==> src/hdl/mch_pkg.sv <==
// ---------------------------------------------------------------------------
// mch_pkg: shared types and constants of the convex hull block
// Point format, cell control word and sizes used by the cell row and the
// scan sequencer.
// ---------------------------------------------------------------------------
package mch_pkg;

  localparam int MaxPoints  = 64;
  localparam int CoordBits  = 16;
  localparam int IdxBits    = $clog2(MaxPoints);
  localparam int CntBits    = $clog2(MaxPoints + 1);
  localparam int StackDepth = 2 * MaxPoints;
  localparam int StackBits  = $clog2(StackDepth);
  localparam int TopBits    = $clog2(StackDepth + 1);
  localparam int DiffBits   = CoordBits + 1;
  localparam int ProdBits   = 2 * DiffBits;

  typedef struct packed {
    logic signed [CoordBits-1:0] x;
    logic signed [CoordBits-1:0] y;
  } point_t;

  typedef struct packed {
    logic insert;
    logic shift;
  } cell_ctrl_t;

endpackage

==> src/hdl/mch_cell.sv <==
// ---------------------------------------------------------------------------
// mch_cell: one slot of the sorted point row
// Holds one point; on insert keeps, takes the new point or takes the left
// neighbor's point so the row stays sorted by x then y; on shift takes the
// right neighbor's point.
// ---------------------------------------------------------------------------
module mch_cell (
  input  logic                clk_i,
  input  logic                rst_ni,
  input  mch_pkg::cell_ctrl_t ctrl_i,
  input  mch_pkg::point_t     new_pt_i,
  input  logic                left_valid_i,
  input  logic                left_gt_i,
  input  mch_pkg::point_t     left_pt_i,
  input  logic                right_valid_i,
  input  mch_pkg::point_t     right_pt_i,
  output logic                valid_o,
  output logic                gt_o,
  output mch_pkg::point_t     pt_o
);

  logic            valid_q, valid_d;
  mch_pkg::point_t pt_q, pt_d;

  assign gt_o = valid_q && ((pt_q.x > new_pt_i.x) ||
                            ((pt_q.x == new_pt_i.x) && (pt_q.y > new_pt_i.y)));

  always_comb begin
    valid_d = valid_q;
    pt_d    = pt_q;
    if (ctrl_i.shift) begin
      valid_d = right_valid_i;
      pt_d    = right_pt_i;
    end else if (ctrl_i.insert) begin
      if (left_gt_i) begin
        valid_d = 1'b1;
        pt_d    = left_pt_i;
      end else if (gt_o || (!valid_q && left_valid_i)) begin
        valid_d = 1'b1;
        pt_d    = new_pt_i;
      end
    end
  end

  always_ff @(posedge clk_i or negedge rst_ni) begin
    if (!rst_ni) begin
      valid_q <= 1'b0;
    end else begin
      valid_q <= valid_d;
    end
  end

  always_ff @(posedge clk_i) begin
    pt_q <= pt_d;
  end

  assign valid_o = valid_q;
  assign pt_o    = pt_q;

endmodule

==> config.mk <==
export PLATFORM = sky130hd
export DESIGN_NAME = mch_cell
export DESIGN_NICKNAME = d
export VERILOG_FILES = /design/src/hdl/mch_pkg.sv /design/src/hdl/mch_cell.sv
export SDC_FILE = /design/constraint.sdc
export NUM_CORES = 1
export LEC_CHECK = 0
export BUFFER_PORTS_ARGS = -buffer_cell sky130_fd_sc_hd__buf_4
export CAP_MARGIN = 15
export CORE_ASPECT_RATIO = 2
export CORE_MARGIN = 2
export CORE_UTILIZATION = 45
export DETAILED_ROUTE_END_ITERATION = 16
export PLACE_DENSITY_LB_ADDON = 0.3
export SETUP_SLACK_MARGIN = 0.02
export SLEW_MARGIN = 20
export SYNTH_ARGS = -nofsm -noshare
export SYNTH_HDL_FRONTEND = slang
export SYNTH_SLANG_ARGS = --single-unit
==> constraint.sdc <==
create_clock -name clk_i -period 5.1 [get_ports clk_i]
set_input_delay 0 -clock clk_i [delete_from_list [all_inputs] [get_ports clk_i]]
set_output_delay 0 -clock clk_i [all_outputs]
set_load 0.03 [all_outputs]
==> results_dict.tcl, run 1 <==
set metrics [dict create \
    arrival_ps 2960 \
    dp_hpwl_um 5540 \
    tritoncts "done" \
    hold_violations 1 \
    synthTopCellsByArea "edfxtp_1 37%, ha_1 16%, mux2i_1 12%, o21ai_0 7.0%, nand2_1 5.6%" \
    rsz0062_at_grt "no" \
    grt_max_degree 69 \
    yosys_most_used_dff "edfxtp_1" \
    drt-vias-per-instance 5.25 \
    period_minus_slack_ps 2970 \
    grt_use_total_pct 22.9 \
    start_util_pct 46.9 \
    final_common_cell "buf_4" \
    rr_startpoint "pt_o[29]" \
    slowest_delay_ps 520 \
    crit_family "simple AND/OR/NAND/NOR gates" \
    tns_ps 0 \
    drtPass1Iterations 4 \
    grt_antenna_before_repair 0 \
    layout.nets 545 \
    outcome "finished with violations" \
    synth_cells 269 \
    ant_nets 0 \
    tightest_slew_ps 590 \
    rows 38 \
    crit_slowest_cell "a31oi_4" \
    drtIter0Drc 81 \
    worstHoldStart "right_pt_i[29]" \
    leakagePower_nw 1.96 \
    p_per_area_nw_per_um2 232 \
    core_region_area_um2 5470 \
    holdWs_ps -2.28 \
    hold_end "pt_o[29]" \
    netlist.area_leader.share_pct 37.4 \
    synth-edff-count 32 \
    cts_made_buffers 5 \
    ys_ff_latch 33 \
    grt_pass1_vias 2637 \
    grt.overflow.total 0 \
    setup_violations 0 \
    path_buf_inv 1 \
    crit_required_ps 5090 \
    hold_path_depth 3 \
    cts.sinks 33 \
    yosys_warnings 0 \
    start_kind "flip-flop" \
    synth_top_cell_by_area "edfxtp_1" \
    critical_path_class "reg -> reg" \
    period_share_pct 58.2 \
    worst_clock_skew_ps 5.64 \
    drive_gt1_share_pct 36.3 \
    synth_cell_type_count 33 \
    htreeDepth 2 \
    path_cells "ha_1 -> nand4_4 -> nor4_4 -> nand4_1 -> or4_1 -> o211a_1 -> a31oi_4 -> buf_16" \
    peakVddDrop_v 0.000235 \
    slew_viol_final 0 \
    clk_pin_slew_ps 70 \
    drv_cap 0 \
    postRouteWirelength_um 7080 \
    crit_path_max_fanout 19 \
    cts_buffer_depth 2 \
    port_buffers 136 \
    wl_per_cell_um 15.0 \
    netlist_area_um2 2570 \
    num_vias 2475 \
    n_antenna_cell 0 \
    cts_resized 0 \
    fp.dieW_um 57.4 \
    timing.rr.end "pt_o[18]" \
    min_path_type "in -> reg" \
    yosysSeqAreaShare_pct 38.4 \
    r2r_cells 8 \
    synth.avg_cell_area_um2 9.54 \
    ios 137 \
    reg2reg_slack_ps 2130 \
    place_congestion 0.787 \
    syn2layout_area_growth_pct 48.7 \
    dieArea_um2 6360 \
    max-slew-margin-rel_pct 60.6 \
    drc 0 \
    end_kind "flip-flop" \
    synth-async-reset-ratio_pct 3.03 \
    clockRootBuffer "clkbuf_8" \
    violations "negative hold slack" \
    grt_pass1_wl_um 11400 \
    clk_latency_ps 280 \
    synth_nets 404 \
    layout_common_cells "136 x buf_4, 38 x nand2_1, 36 x o21ai_0" \
    die_y_um 111 \
    fmax_mhz 337 \
]
## routing by layer
layer / GRT usage, % / routed length, um
met1: 20.8 / 2310
met2: 46.1 / 4250
met3: 3.85 / 320
met4: 8.84 / 200
met5: 0 / 0
## stage by stage
step	instances	total power, mW	util (%)	instance area [um2]	setup slack [ps]
floorplan	269	0.547	-	2570	1620
global placement	454	0.689	66.3	3630	1930
detailed placement	454	0.698	66.3	3630	1860
CTS	470	0.889	69.3	3790	1870
global route	471	0.937	69.8	3810	1940
finish	471	0.886	69.8	3810	2130
## area by class of cell
class / instances / area, um2
Fill cell: 443 / 1650
Clock inverter: 3 / 12.5
Clock buffer: 5 / 68.8
Sequential cell: 33 / 986
Inverter: 35 / 131
Timing Repair Buffer: 145 / 1130
Multi-Input combinational cell: 190 / 1410
Tap cell: 60 / 75.1
## report_power, final
part / switching, mW / internal [mW] / leakage [nW]
sequential: 0.0170 / 0.337 / 0.340
combinational: 0.187 / 0.158 / 1.57
clock: 0.0955 / 0.0918 / 0.0430
## flip-flops by register name, indices dropped and copies added (netlist names)
name,flops
valid_o,1
pt_o,32
## cells by family after synthesis
kind of cell | Yosys count | share of synthesized area, %
adder cells (fa/ha/maj) | 32 | 15.6
AO/OA/AOI/OAI | 62 | 13.8
flip-flops | 33 | 38.4
buffers and inverters | 46 | 6.87
multiplexers | 32 | 12.5
AND/OR/NAND/NOR | 64 | 12.8
## worst register-to-register path, stage by stage, from the launching register on
cell and delay [ps]:
edfxtp_1 390, ha_1 360, nand4_4 140, nor4_4 350
nand4_1 100, or4_1 400, o211a_1 180, a31oi_4 520
buf_16 240
## timing repair
| action | in CTS | in global routing |
|---|---|---|
| hold endpoints to repair | 8 | 0 |
| hold buffers | 8 | 0 |
| endpoints found under the setup margin | 0 | 0 |
| buffers inserted | 0 | 0 |
## cells in the mapped netlist (2+ instances only)
master and count:
a21o_1 2, edfxtp_1 32, nor3_1 2, ha_1 32
o21ai_0 36, nor2b_1 3, nand2_1 38, nor2_1 5
buf_2 3, inv_1 35, or3_1 2, or4_1 2
clkbuf_1 8, nand4_1 6, a21oi_1 14, mux2i_1 32
## how the worst max path moves through the flow
stage | from | endpoint | slack [ps] | depth (start not counted)
floorplan | pt_o[31] | pt_o[0] | 1620 | 7
global placement | pt_o[31] | pt_o[19] | 1930 | 7
detailed placement | pt_o[29] | pt_o[21] | 1860 | 7
CTS | pt_o[29] | pt_o[21] | 1870 | 7
global route | pt_o[29] | pt_o[6] | 1940 | 8
finish | pt_o[29] | pt_o[18] | 2130 | 8
(Power assumes the default switching activity.)
==> inputs of run 2 (changes only) <==
clock period = 2.82 ns   (was 5.1 ns; I/O delays follow)
==> run 2 against run 1 <==
  * The run now ends clean
  * Design area grew 1.9%
  * Utilization is 1.4 points higher
  * Sequential share of layout area down 0.49 points
==> results_dict.tcl, run 2 (synthesized netlist as in run 1, its figures left out) <==
set metrics [dict create \
    dieArea_um2 6360 \
    finalPower_mw 1.65 \
    clk_latency_ps 280 \
    rows 38 \
    period_share_pct 94.8 \
    outcome "finished clean" \
    final_cells 473 \
    cts_buffer_depth 2 \
    drtIter0Drc 84 \
    grt.overflow.total 0 \
    rr_startpoint "pt_o[30]" \
    setup_violations 0 \
    end_kind "flip-flop" \
    htreeDepth 2 \
    postRouteWirelength_um 7180 \
    core_region_area_um2 5470 \
    drc 0 \
    start_kind "flip-flop" \
    hold_violations 0 \
    n_antenna_cell 0 \
    cts.sinks 33 \
    critical_path_class "reg -> reg" \
    hold_path_depth 3 \
    place_congestion 0.814 \
    tightest_slew_ps 579 \
    dp_hpwl_um 5710 \
    num_vias 2534 \
    crit_path_end "pt_o[25]" \
    grt_use_total_pct 22.8 \
    layout.nets 547 \
    dp_cells 456 \
    rsz0062_at_grt "yes" \
    timing.rr.end "pt_o[25]" \
    grt_antenna_before_repair 0 \
    ios 137 \
    holdWs_ps 4.96 \
    tritoncts "done" \
    die_y_um 111 \
    clockRootBuffer "clkbuf_8" \
    arrival_ps 2660 \
    fmax_mhz 374 \
    drtPass1Iterations 4 \
    slew_viol_final 0 \
    port_buffers 136 \
    critPathLaunch "pt_o[30]" \
    layout_common_cells "137 x buf_4, 38 x nand2_1, 36 x o21ai_0" \
    seqCellArea_um2 986 \
    min_path_type "in -> reg" \
    tns_ps 0 \
    final_area_um2 3890 \
    worst_clock_skew_ps 3.59 \
    drv_cap 0 \
    drive_gt1_share_pct 37.5 \
    clk_pin_slew_ps 60 \
    placed_area_um2 3690 \
    crit_path_max_fanout 19 \
    start_util_pct 46.9 \
    reg2reg_slack_ps 150 \
    largest_reg_flops 32 \
    period_minus_slack_ps 2670 \
    fp.dieW_um 57.4 \
    multi_input_area_um2 1460 \
    cts_made_buffers 5 \
    wl_per_cell_um 15.2 \
    r2r_cells 8 \
    leakagePower_nw 1.97 \
    crit_required_ps 2810 \
    p_per_area_nw_per_um2 424 \
    final_common_cell "buf_4" \
    syn2layout_area_growth_pct 51.5 \
    max-slew-margin-rel_pct 61.4 \
    grt_pass1_wl_um 11300 \
    peakVddDrop_v 0.000412 \
    final.fill_count 444 \
    drt-vias-per-instance 5.36 \
    grt_pass1_vias 2615 \
    grt_max_degree 69 \
    ant_nets 0 \
]
run 2: cell count changes in the layout (fill, tap and decap cells not counted), sizes merged:
cell | before | now
clkinv | 3 | 0
buf | 137 | 139
clkbuf | 5 | 8
run 2: routing by layer:
metal / up-vias / global-route usage, % / share of wire (%)
met4: 0 / 12.1 / 4.5
met2: 85 / 45.3 / 59
met3: 25 / 3.50 / 4.2
met5: - / 0 / 0
li1: 1249 / - / -
met1: 1175 / 20.1 / 33
run 2: power breakdown:
| group | switching (mW) | internal, mW | leakage [nW] |
|---|---|---|---|
| Clock | 0.165 | 0.199 | 0.0455 |
| Combinational | 0.342 | 0.298 | 1.58 |
| Sequential | 0.0345 | 0.609 | 0.340 |
| Total | 0.542 | 1.11 | 1.97 |
run 2: repair_timing:
item                                   4_1_cts  5_1_grt
resized for setup                            0        3
hold buffers                                 8        0
setup endpoints to repair                    0       15
endpoints found under the hold margin        8        0
setup buffers                                0        1
run 2: cell type report:
class	instances	area share, %
Tap cell	60	1.93
Clock buffer	8	2.32
Multi-Input combinational cell	190	37.6
Inverter	35	3.38
Timing Repair Buffer	147	29.4
Sequential cell	33	25.4
run 2: how the worst min path moves through the flow:
stage                    end  slack [ps]           start
finish              pt_o[27]           5  right_pt_i[27]
global route        pt_o[19]           8  right_pt_i[19]
CTS                 pt_o[27]           2  right_pt_i[27]
detailed placement   valid_o        -220          rst_ni
global placement     valid_o        -220          rst_ni
floorplan            valid_o        -300          rst_ni
run 2: critical path, stage by stage, from the launching register on:
cell and delay (ps):
edfxtp_1 440, ha_4 310, nand4_4 140, nor4_4 350, nand4_1 110, or4_1 410, o211a_1 180, a31oi_4 230
buf_12 200
run 2: stage by stage:
stage	setup WS [ps]	util, %
after floorplan	-212	-
after global placement	187	67.5
after detailed placement	91.9	67.5
after CTS	78.2	70.6
after global routing	19.1	71.1
final	146	71.1
==> inputs of run 3 (changes only) <==
ABC_AREA = 1   (was default)
==> run 3 against run 2 <==
  * Sequential share of layout area grew 0.82 points
  * First-iteration DRC count grew 25%
  * Utilization shrank 4.0 points
  * Design area shrank 3.1%
==> results_dict.tcl, run 3 <==
set metrics [dict create \
    drc 0 \
    crit_path_max_fanout 20 \
    dieArea_um2 6380 \
    start_kind "flip-flop" \
    leakagePower_nw 1.96 \
    fp.dieW_um 57.5 \
    grt_pass1_wl_um 11700 \
    min_path_type "in -> reg" \
    synth_cells 338 \
    cts.sinks 33 \
    tritoncts "done" \
    setup_violations 0 \
    period_minus_slack_ps 2340 \
    timing.rr.end "pt_o[14]" \
    cts_made_buffers 5 \
    outcome "finished clean" \
    drv_cap 0 \
    synthTopCellsByArea "edfxtp_1 37%, ha_1 16%, a21oi_1 15%, nand2_1 9.9%, inv_1 6.8%" \
    synth_cell_type_count 24 \
    drt-vias-per-instance 5.03 \
    core_region_area_um2 5610 \
    start_util_pct 45.9 \
    arrival_ps 2300 \
    port_buffers 136 \
    hold_end "pt_o[20]" \
    dp_cells 523 \
    synth_nets 473 \
    clockRootBuffer "clkbuf_16" \
    setup_ws_ps 480 \
    rows 39 \
    max-slew-margin-rel_pct 29.7 \
    period_share_pct 83.0 \
    cts_buffer_depth 2 \
    largest_reg_flops 32 \
    netlist_area_um2 2580 \
    drtPass1Iterations 4 \
    tightest_slew_ps 1050 \
    place_congestion 0.811 \
    wl_per_cell_um 13.2 \
    die_y_um 111 \
    crit_required_ps 2780 \
    yosys_most_used_dff "edfxtp_1" \
    htreeDepth 2 \
    drive_gt1_share_pct 31.9 \
    layout.nets 605 \
    hold_violations 0 \
    reg2reg_slack_ps 480 \
    rsz0062_at_grt "no" \
    synth.avg_cell_area_um2 7.62 \
    yosysSeqAreaShare_pct 38.3 \
    worstHoldStart "right_pt_i[20]" \
    postRouteWirelength_um 7000 \
    final_cells 531 \
    dp_hpwl_um 5310 \
    yosys_warnings 0 \
    num_vias 2670 \
    grt_max_degree 36 \
    layout_common_cells "138 x buf_4, 76 x a21oi_1, 68 x nand2_1" \
    n_antenna_cell 0 \
    cts_setup_buffers 0 \
    ys_ff_latch 33 \
    peakVddDrop_v 0.000443 \
    grt.overflow.total 0 \
    synth-async-reset-ratio_pct 3.03 \
    syn2layout_area_growth_pct 46.2 \
    final_common_cell "buf_4" \
    ios 137 \
    end_kind "flip-flop" \
    r2r_cells 12 \
    synth_top_cell_by_area "edfxtp_1" \
    grt_antenna_before_repair 0 \
    critical_path_class "reg -> reg" \
    slew_viol_final 0 \
    dp_slack_ps 452 \
    grt_use_total_pct 23.0 \
    ant_nets 0 \
    grt_pass1_vias 2654 \
    worst_clock_skew_ps 3.97 \
    hold_path_depth 3 \
    fmax_mhz 427 \
    drtIter0Drc 105 \
    synth_common_cells "76 x a21oi_1, 68 x nand2_1, 47 x inv_1, 41 x nor2_1" \
    netlist.area_leader.share_pct 37.3 \
    tns_ps 0 \
    p_per_area_nw_per_um2 476 \
    yosysMostFrequentCell "a21oi_1" \
    synth-edff-count 32 \
    clk_latency_ps 280 \
    rr_startpoint "pt_o[31]" \
    clk_pin_slew_ps 50 \
]
## run 3: cell types whose count changed after synthesis, sizes merged, moves of 2 or more
cell	previous run	this run
nand4	7	3
nor2	5	42
or3	2	0
clkbuf	8	11
or4	2	0
nand3	1	7
inv	35	47
or2	0	2
nor2b	3	0
mux2i	32	0
o21ai	37	4
a21oi	14	76
nand2	39	71
## run 3: metrics by stage
step | instance area (um2) | hold WS (ps) | power [mW] | utilization (%)
floorplan | 2580 | -296 | 1.02 | -
global placement | 3620 | -225 | 1.28 | 64.6
detailed placement | 3620 | -224 | 1.29 | 64.6
CTS | 3770 | 41.7 | 1.81 | 67.1
global route | 3770 | 59.7 | 1.89 | 67.1
finish | 3770 | 42.9 | 1.79 | 67.1
## run 3: layout make-up
class                   instances  area (um2)
clock buffers                   6         129
clock inverters                 1        3.75
fillers                       512        1840
inverters                      48         180
multi-input cells             243        1350
flip-flops and latches         33         986
well taps                      61        76.3
repair buffers                139        1050
## run 3: cells by family (layout without fill, tap and decap cells)
family	after synthesis	count (layout)	share of synthesized area, %
simple gates	127	127	20.0
fa+ha+maj	32	32	15.5
flops	33	33	38.3
buf+inv	62	194	9.47
compound gates	84	84	16.7
## run 3: routing by layer
| metal | vias to the layer above | share of wire, % | GRT usage (%) | wire length [um] |
|---|---|---|---|---|
| li1 | 1390 | - | - | - |
| met4 | 0 | 1.7 | 7.91 | 116 |
| met1 | 1173 | 40 | 28.4 | 2780 |
| met2 | 98 | 51 | 39.0 | 3590 |
| met3 | 9 | 7.4 | 4.20 | 519 |
| met5 | - | 0 | 0 | 0 |
## run 3: power by group
part | total, mW | internal, mW | switching [mW] | leakage (nW)
sequential | 0.648 | 0.614 | 0.0335 | 0.328
combinational | 0.636 | 0.278 | 0.359 | 1.57
clock | 0.509 | 0.319 | 0.190 | 0.0644
total | 1.79 | 1.21 | 0.582 | 1.96
## run 3: worst max path at each step
stage / slack, ps / cells after the start / to / start
after floorplan: 120 / 12 / pt_o[0] / pt_o[31]
after detailed placement: 450 / 12 / pt_o[18] / pt_o[31]
after global placement: 480 / 12 / pt_o[6] / pt_o[31]
final: 480 / 12 / pt_o[14] / pt_o[31]
after CTS: 430 / 12 / pt_o[16] / pt_o[31]
after global routing: 210 / 12 / pt_o[13] / pt_o[31]
## run 3: what timing repair did
action / 4_1_cts / 5_1_grt
setup endpoints to repair: 0 / 0
gates resized for setup: 0 / 0
hold buffers: 1 / 0
endpoints found under the hold margin: 1 / 0
## run 3: worst max-delay path, stage by stage, from the launching register on
cell and delay, ps:
edfxtp_1 390, ha_1 360, nand2_2 80, nor3_2 250, nand4_1 150, nor2_1 110
nand2_1 60, nand2_1 50, nand2_1 60, nand2_1 80, nand2_1 70, inv_1 70
buf_4 280
